<file path="src/rtl/core/rlc_receive_pdu_processor_defines.svh">
// Assertion macros shared by the receive PDU processor RTL.
`ifndef RLC_RECEIVE_PDU_PROCESSOR_DEFINES_SVH
`define RLC_RECEIVE_PDU_PROCESSOR_DEFINES_SVH
`ifndef SYNTHESIS
// Check prop at every rising edge outside reset.
`define RLCRX_ASSERT(lbl, clk, rst, prop) \
   lbl: assert property (@(posedge clk) disable iff (rst) prop) \
      else $error("rlcrx assertion failed");
// Check prop at every rising edge, reset included.
`define RLCRX_ASSERT_ALWAYS(lbl, clk, prop) \
   lbl: assert property (@(posedge clk) prop) \
      else $error("rlcrx assertion failed");
`else
`define RLCRX_ASSERT(lbl, clk, rst, prop)
`define RLCRX_ASSERT_ALWAYS(lbl, clk, prop)
`endif
`endif

</file>
<file path="src/rtl/core/rlcrx_pkg.sv">
// Types and constants of the RLC receive PDU processor.
package rlcrx_pkg;

   // Mode register codes
   localparam logic [1:0] MODE_TM = 2'd0;
   localparam logic [1:0] MODE_UM = 2'd1;
   localparam logic [1:0] MODE_AM = 2'd2;

   // Result kinds
   localparam logic [1:0] KIND_SDU    = 2'd0;
   localparam logic [1:0] KIND_EMPTY  = 2'd1;
   localparam logic [1:0] KIND_STATUS = 2'd2;
   localparam logic [1:0] KIND_ACK    = 2'd3;

   // Header fields of the first AM header byte
   localparam int DC_BIT_POS   = 7;
   localparam int POLL_BIT_POS = 6;

   // Byte position within a PDU, stops at two
   localparam logic [1:0] POS_FIRST  = 2'd0;
   localparam logic [1:0] POS_SECOND = 2'd1;
   localparam logic [1:0] POS_BODY   = 2'd2;

   localparam int RES_DEPTH = 3;

   typedef struct packed {
      logic [11:0] expected_sn;
      logic [11:0] acked_sn;
      logic [1:0]  byte_pos;
      logic [7:0]  first_hdr;
      logic        deliver;
      logic        poll;
   } rx_state_type;

   typedef struct packed {
      logic [1:0] kind;
      logic [7:0] data;
      logic       last;
   } res_entry_type;

endpackage

</file>
<file path="src/rtl/core/rlcrx_decode.sv">
// Per-word header decode, sequence check and result generation.
module rlcrx_decode import rlcrx_pkg::*; (
   input  logic [1:0]                       rlc_mode,
   input  logic [7:0]                       pdu_byte,
   input  logic                             pdu_last,
   input  rx_state_type                     state_cur,
   output rx_state_type                     state_nxt,
   output res_entry_type [RES_DEPTH-1:0]    res,
   output logic [1:0]                       res_cnt
);

   always_comb begin
      rx_state_type  st;
      logic          p_valid;
      res_entry_type p_res;
      logic          status;
      logic [11:0]   sn;
      res_entry_type st_hi;
      res_entry_type st_lo;

      st      = state_cur;
      p_valid = 1'b0;
      p_res   = '{kind: KIND_SDU, data: pdu_byte, last: pdu_last};
      status  = 1'b0;
      sn      = {st.first_hdr[3:0], pdu_byte};

      // capture header byte and clear flags on the first word of a PDU
      if (state_cur.byte_pos == POS_FIRST) begin
         st.first_hdr = pdu_byte;
         st.deliver   = 1'b0;
         st.poll      = 1'b0;
      end
      sn = {st.first_hdr[3:0], pdu_byte};

      case (rlc_mode)
         MODE_TM: begin
            p_valid = 1'b1;
         end
         MODE_UM: begin
            if (state_cur.byte_pos == POS_FIRST) begin
               if (pdu_byte[6:0] == st.expected_sn[6:0]) begin
                  st.deliver     = 1'b1;
                  st.expected_sn = {5'd0, st.expected_sn[6:0] + 7'd1};
                  if (pdu_last) begin
                     p_valid = 1'b1;
                     p_res   = '{kind: KIND_EMPTY, data: 8'd0, last: 1'b1};
                  end
               end
            end else if (st.deliver) begin
               p_valid = 1'b1;
            end
         end
         MODE_AM: begin
            if (state_cur.byte_pos == POS_SECOND) begin
               if (!st.first_hdr[DC_BIT_POS]) begin
                  // control PDU: take the acknowledged number
                  st.acked_sn = sn;
                  st.deliver  = 1'b0;
                  st.poll     = 1'b0;
                  p_valid     = 1'b1;
                  p_res       = '{kind: KIND_ACK, data: 8'd0, last: 1'b0};
               end else begin
                  st.poll = st.first_hdr[POLL_BIT_POS];
                  if (sn == st.expected_sn) begin
                     st.deliver     = 1'b1;
                     st.expected_sn = st.expected_sn + 12'd1;
                     if (pdu_last) begin
                        p_valid = 1'b1;
                        p_res   = '{kind: KIND_EMPTY, data: 8'd0, last: 1'b1};
                     end
                  end
               end
            end else if (state_cur.byte_pos == POS_BODY) begin
               p_valid = st.deliver;
            end
            status = pdu_last && st.poll && (state_cur.byte_pos != POS_FIRST);
         end
         default: begin
            // unused mode: drop the word
         end
      endcase

      // STATUS PDU carries the expected number after this word
      st_hi = '{kind: KIND_STATUS, data: {4'd0, st.expected_sn[11:8]}, last: 1'b0};
      st_lo = '{kind: KIND_STATUS, data: st.expected_sn[7:0], last: 1'b1};

      // advance or clear the byte position
      if (pdu_last) begin
         st.byte_pos = POS_FIRST;
         st.deliver  = 1'b0;
         st.poll     = 1'b0;
      end else if (state_cur.byte_pos != POS_BODY) begin
         st.byte_pos = state_cur.byte_pos + 2'd1;
      end

      state_nxt = st;

      // pack results, primary first
      if (p_valid) begin
         res[0] = p_res;
         res[1] = st_hi;
         res[2] = st_lo;
      end else begin
         res[0] = st_hi;
         res[1] = st_lo;
         res[2] = st_lo;
      end
      res_cnt = {1'b0, p_valid} + (status ? 2'd2 : 2'd0);
   end

endmodule

</file>
<file path="src/rtl/core/rlc_receive_pdu_processor.sv">
// Top level of the RLC receive PDU processor.
// Receive side of one RLC entity, one PDU byte per word. A word is decoded
// in the cycle it is taken and its zero to three results are loaded into a
// three-entry result buffer that drains one result per cycle while rsp_ready
// is high. A new word is taken when the buffer is empty or its last result
// is taken in the same cycle: one word per cycle while each word gives at
// most one result and rsp_ready stays high; a word that ends a polled PDU
// gives up to three results, which hold off the next word. The result buffer
// sets the word rate. rsp_ack_sn always shows the acknowledged number after
// the word whose results are on the port. Write the mode only while idle.
`include "rlc_receive_pdu_processor_defines.svh"
module rlc_receive_pdu_processor import rlcrx_pkg::*; (
   input  logic        clock,
   input  logic        reset,
   input  logic        req_valid,
   output logic        req_ready,
   input  logic [7:0]  req_pdu_byte,
   input  logic        req_pdu_last,
   output logic        rsp_valid,
   input  logic        rsp_ready,
   output logic [1:0]  rsp_result_kind,
   output logic [7:0]  rsp_data_byte,
   output logic        rsp_unit_last,
   output logic [11:0] rsp_ack_sn,
   input  logic        csr_valid,
   output logic        csr_ready,
   input  logic [1:0]  csr_rlc_mode
);

   logic [1:0]                    mode_ff;
   rx_state_type                  state_ff;
   rx_state_type                  state_in;
   res_entry_type [RES_DEPTH-1:0] res_ff;
   res_entry_type [RES_DEPTH-1:0] res_in;
   logic [1:0]                    cnt_ff;
   logic [1:0]                    cnt_in;
   res_entry_type [RES_DEPTH-1:0] dec_res;
   logic [1:0]                    dec_cnt;
   rx_state_type                  dec_state;
   logic                          req_fire;
   logic                          rsp_fire;

   // decode the incoming word against the current state
   rlcrx_decode u_decode (
      .rlc_mode  (mode_ff),
      .pdu_byte  (req_pdu_byte),
      .pdu_last  (req_pdu_last),
      .state_cur (state_ff),
      .state_nxt (dec_state),
      .res       (dec_res),
      .res_cnt   (dec_cnt)
   );

   // handshakes
   assign csr_ready = 1'b1;
   assign rsp_valid = (cnt_ff != 2'd0);
   assign rsp_fire  = rsp_valid && rsp_ready;
   assign req_ready = (cnt_ff == 2'd0) || ((cnt_ff == 2'd1) && rsp_ready);
   assign req_fire  = req_valid && req_ready;

   // head of the result buffer drives the port
   assign rsp_result_kind = res_ff[0].kind;
   assign rsp_data_byte   = res_ff[0].data;
   assign rsp_unit_last   = res_ff[0].last;
   assign rsp_ack_sn      = state_ff.acked_sn;

   // load a new batch or advance the buffer
   always_comb begin
      res_in   = res_ff;
      cnt_in   = cnt_ff;
      state_in = state_ff;
      if (req_fire) begin
         res_in   = dec_res;
         cnt_in   = dec_cnt;
         state_in = dec_state;
      end else if (rsp_fire) begin
         res_in[0] = res_ff[1];
         res_in[1] = res_ff[2];
         cnt_in    = cnt_ff - 2'd1;
      end
   end

   // control and entity state
   always_ff @(posedge clock) begin
      if (reset) begin
         mode_ff  <= MODE_TM;
         state_ff <= '0;
         cnt_ff   <= 2'd0;
      end else begin
         if (csr_valid) begin
            mode_ff <= csr_rlc_mode;
         end
         state_ff <= state_in;
         cnt_ff   <= cnt_in;
      end
   end

   // result payload, no reset
   always_ff @(posedge clock) begin
      res_ff <= res_in;
   end

   `RLCRX_ASSERT(a_no_take_when_full, clock, reset, (cnt_ff > 2'd1) |-> !req_ready)
   `RLCRX_ASSERT(a_status_pair, clock, reset,
      (rsp_fire && rsp_result_kind == KIND_STATUS && !rsp_unit_last) |=>
      (rsp_valid && rsp_result_kind == KIND_STATUS && rsp_unit_last))
   `RLCRX_ASSERT(a_last_clears_pos, clock, reset,
      (req_fire && req_pdu_last) |=> (state_ff.byte_pos == POS_FIRST && !state_ff.deliver))
   `RLCRX_ASSERT_ALWAYS(a_pos_saturates, clock, reset || (state_ff.byte_pos != 2'd3))

endmodule
</file>
<file path="config.mk">
export PLATFORM = sky130hd
export DESIGN_NAME = rlc_receive_pdu_processor
export DESIGN_NICKNAME = d
export VERILOG_FILES = /design/src/rtl/core/rlcrx_pkg.sv /design/src/rtl/core/rlcrx_decode.sv /design/src/rtl/core/rlc_receive_pdu_processor.sv
export VERILOG_INCLUDE_DIRS = /design/src /design/src/rtl/core
export SDC_FILE = /design/constraint.sdc
export NUM_CORES = 1
export LEC_CHECK = 0
export BUFFER_PORTS_ARGS = -buffer_cell sky130_fd_sc_hd__buf_2
export CAP_MARGIN = 30
export CORE_AREA = 2 2 134 84
export DETAILED_ROUTE_END_ITERATION = 16
export DIE_AREA = 0 0 136 86
export PLACE_DENSITY = 0.74
export SYNTH_ARGS = -nofsm -noshare
export SYNTH_HDL_FRONTEND = slang
export SYNTH_HIERARCHICAL = 1
export SYNTH_SLANG_ARGS = --single-unit
</file>
<file path="constraint.sdc">
create_clock -name clock -period 2.8 [get_ports clock]
set_input_delay 0.56 -clock clock [delete_from_list [all_inputs] [get_ports clock]]
set_output_delay 0.56 -clock clock [all_outputs]
set_load 0.01 [all_outputs]
</file>
-- After elaboration in Yosys (flattened, before gate mapping)
Cells that the tools add are included.
- flip-flop bits (word level): 73
- latch bits: 0
- memory bits (writable): 0
- memory bits (read-only): 0
- output and inout bits: 26
- memories kept: 0
- add/subtract/negate cells: 5
- multipliers: 0
- divide/modulo/power cells: 0
- magnitude comparators: 0
- equal/unequal tests: 8
- shift operators: 0
- muxes and demuxes: 42
- bitwise logic cells: 1
- reduce and logical (&&, ||, !) cells: 16
- operators with widths (operator ; number):
    two-way mux 12 bit ; 5
    two-way mux 11 bit ; 4
    two-way mux 22 bit ; 2
    two-way mux 10 bit ; 3
    two-way mux 24 bit ; 1
    one-hot mux 12 bit (2 select lines) ; 1
    one-hot mux 11 bit (2 select lines) ; 1
    two-way mux 20 bit ; 1
    two-way mux 2 bit ; 9
    two-way mux 1 bit ; 13
    adder 12 x 1 -> 12 bit (second input constant) ; 1
    equality test 12 bit ; 1
    nonzero test 2 bit ; 4
    adder 7 x 1 -> 7 bit (second input constant) ; 1
    equality test 7 bit ; 1
    equality test 2 x 1 -> 1 bit (second input constant) ; 3
    logical NOT 2 bit ; 3
    logical AND 1 bit ; 5
    equality test 2 bit (second input constant) ; 2
    AND reduction 2 bit ; 2
    AND reduction 4 bit ; 1
    one-hot mux 1 bit (3 select lines) ; 1
    adder 1 x 2 -> 2 bit ; 1
    adder 2 x 1 -> 2 bit (second input constant) ; 1
    other kinds (5) ; 5

-- Logic depth before layout (Yosys ltp)
- word-level depth: 13
- mapped depth: 13
- depth with buffers taken out: 12

-- Hierarchy
Netlist, hierarchy kept.
- modules (own cells, without submodules) (module ; instances ; cells an instance ; area an instance (µm²) ; sequential area each (µm²)):
    rlc_receive_pdu_processor ; 1 ; 272 ; 3111.7 ; 1791.7
    rlcrx_decode ; 1 ; 225 ; 1496.4 ; 0.0

-- Worst setup path before layout
OpenSTA, ideal clock, no wires.
- kind: reg-to-reg
- start point: register state_ff[10] (netlist bit)
- end point: register res_ff[14] (netlist bit) (data pin)
- library setup time: 0.260 ns
- data arrival time: 2.603 ns
- data required time: 2.540 ns
- setup slack: -0.063 ns
- cell stages (with the launch flop): 12
- buffers on the path: 1
- clock period less this slack: 2.863 ns
- path through: dfxtp_1 > inv_1 > ha_1 > buf_6 > mux2i_2 > xnor2_1 > nor4_4 > a31oi_1 > a21oi_2 > inv_2 > mux2_1 > mux2_4
- RTL lines (element ; line ; text):
    start: declaration ; rlc_receive_pdu_processor.sv:31 ; rx_state_type state_ff;
    start signal: assignment ; rlc_receive_pdu_processor.sv:93 ; state_ff <= state_in;
    end signal: assignment ; rlc_receive_pdu_processor.sv:100 ; res_ff <= res_in;
    end: declaration ; rlc_receive_pdu_processor.sv:33 ; res_entry_type [RES_DEPTH-1:0] res_ff;

==> metrics <==
# clock sinks=71; Peak VDD IR=343 uV; Syn Area/Cell=9.27 um2; Worst Setup Slack, final=-0.0179 ns; WP data required=2.89 ns; Crit-path slowest cell=mux2i_4; first-pass GRT wire length=20600 um; core area=10400 um2; largest net degree at the start of global routing=39; total of max-cap violations=0; Antenna Cells=0; dpl hpwl=9730 um; worst hold path type=in -> reg; cells along the critical path=inv_2 -> ha_4 -> buf_6 -> mux2i_4 -> nor4_2 -> buf_4 -> buf_6 -> a32o_2 -> nand2_2 -> o311ai_4 -> mux2_1 -> mux2_4; Pre-Repair DR Iteration Count=5; Mapped Cells=a little under 500; die area=11700 um2; CTS Buf Count=9; grt ovf=0; Final Hold Slack=0.458 ns; Pleak=2.33 nW; Post-Syn Area=between 4000 and 5000 um2; via count=3909; RSZ-0062 raised after global routing=yes; Tmin final=2.82 ns; DRC=0; vias per cell=5.63; setup TNS=-0.0179 ns; violated checks=setup timing; cell area after placement=around 5000 um2; logic gate share of total power=25.8%; non-filler cells, final=694; Pins Over Slew Limit=0; Critical Path AT=around 2.9 ns; initial core utilization=43.5%; die width=136 um; Hold Buf Count CTS=0; initial drt markers=472; CTS tree=done; Max-slew headroom=between 40% and 50%; status=complete, but fails checks; internal power=0.00229 W; Final setup viols=1; Clock Power Share=35.3%; clock root buffer master=clkbuf_16; sequential group share of total power=38.8%; Die H=86 um; Util after Layout=a little over half; Final Cell Area=5570 um2; Area growth syn-to-layout=23.4%; H-tree depth=3; kind of critical path=reg -> reg; CP Max Fanout=5; Reg clk slew, reported paths=0.06 ns; Port Buffers=40; vias in the first global route=3702; cell row count=29; Worst-Skew Late Latency=0.34 ns; Ports=42; initial antenna violation count=0; Hold Violations, Final=0; Peak Freq=355 MHz; final worst path period share=101%; # placed instances=669; critical path startpoint category=flop; element type at the critical path end=flop; Synthesis Warnings=6; Net Sw Power=0.00101 W; fraction of layout instances using a drive strength above 1=37.8%; fin nets=577; final wirelength=13200 um; Sw Share=between 30% and 40%; slowest stage delay, CP=0.35 ns; most used cell, CP=buf_6; clock skew=0.0106 ns; ANT nets after route=0; power per standard cell area=592 nW/um2; Clock Tree Buf Depth=2; Wirelength per Cell=~19 um; Tot GR Track Use=23.8%; Worst-Margin Slew=0.810 ns; Final GP Congestion=1.03
sequential cells by signal, indices dropped and copies added (netlist names):
name             flops
rsp_result_kind      2
rsp_data_byte        8
rsp_unit_last        1
rsp_ack_sn          12
res_ff              22
state_ff            22
mode_ff              2
cnt_ff               2
cell usage in the layout, fill, tap and decap left out, types with 3 or more instances in the layout:
| master | count |
|---|---|
| a21o_1 | 3 |
| a21oi_1 | 47 |
| a31oi_1 | 6 |
| and2_1 | 7 |
| and3_1 | 7 |
| buf_2 | 40 |
| buf_4 | 71 |
| buf_6 | 5 |
| clkbuf_16 | 9 |
| conb_1 | 6 |
| dfxtp_1 | 35 |
| dfxtp_2 | 3 |
| edfxtp_1 | 33 |
| ha_1 | 10 |
| inv_1 | 22 |
| inv_2 | 6 |
| mux2_2 | 14 |
| mux2_4 | 18 |
| mux2i_1 | 5 |
| mux2i_4 | 6 |
| nand2_1 | 19 |
| nand2_4 | 3 |
| nand3_1 | 47 |
| nand3_2 | 3 |
| nand4_1 | 4 |
| nor2_1 | 9 |
| nor3_1 | 7 |
| o211ai_1 | 3 |
| o21ai_0 | 40 |
| o21ai_1 | 5 |
| o2bb2ai_1 | 3 |
| xnor2_1 | 7 |
| xnor2_2 | 5 |
worst max-delay path: cells and delay by family, from the launching register on:
family / cells / cell delay (ns)
AO/OA/AOI/OAI: 2 / 0.38
multiplexers: 3 / 0.92
flip-flops: 1 / 0.33
AND/OR/NAND/NOR: 2 / 0.20
adder cells (fa/ha/maj): 1 / 0.24
buffers and inverters: 4 / 0.50
per-layer routing:
| metal | track usage (%) | part of all wire (%) |
|---|---|---|
| met4 | 8.62 | 2.2 |
| met3 | 7.21 | 11 |
| met2 | 32.4 | 41 |
| met1 | 34.9 | 46 |
| met5 | 0 | 0 |
final timing paths:
kind / startpoint / endpoint / slack, ns / cells after the start
max: state_ff[10] / res_ff[14] / -0.02 / 12
min: csr_rlc_mode[1] / mode_ff[1] / 0.46 / 3
max reg2reg: state_ff[10] / res_ff[14] / -0.02 / 12
min reg2reg: state_ff[8] / state_ff[8] / 0.49 / 2
metrics by stage:
step | total power [W] | worst slack (ns)
floorplan | 0.00188 | 0.0138
global route | 0.00344 | -0.103
detailed placement | 0.00209 | -0.423
global placement | 0.00207 | -0.399
CTS | 0.00328 | 0.00405
finish | 0.00330 | -0.0179
power by group through the flow:
stage / logic [W] / registers, W / clock network [W]
2_1_floorplan: 0.000589 / 0.00129 / 0
3_3_place_gp: 0.000777 / 0.00129 / 0
3_5_place_dp: 0.000793 / 0.00130 / 0
4_1_cts: 0.000813 / 0.00128 / 0.00118
5_1_grt: 0.000923 / 0.00129 / 0.00122
6_report: 0.000853 / 0.00128 / 0.00117
timing repair:
item,4_1_cts,5_1_grt
buffers inserted,3,6
endpoints found under the hold margin,0,0
endpoints found under the setup margin,31,19
gates resized for setup,15,34
pin swaps,3,8
cell type report:
cell class,instances,area (um2)
sequential,71,1760
tap,139,174
clock inverter,6,68.8
multi-input combinational,322,2430
fill,951,4800
timing repair buffer,117,810
inverter,29,109
clock buffer,10,229
No activity file was read; power rests on OpenSTA's default activity.
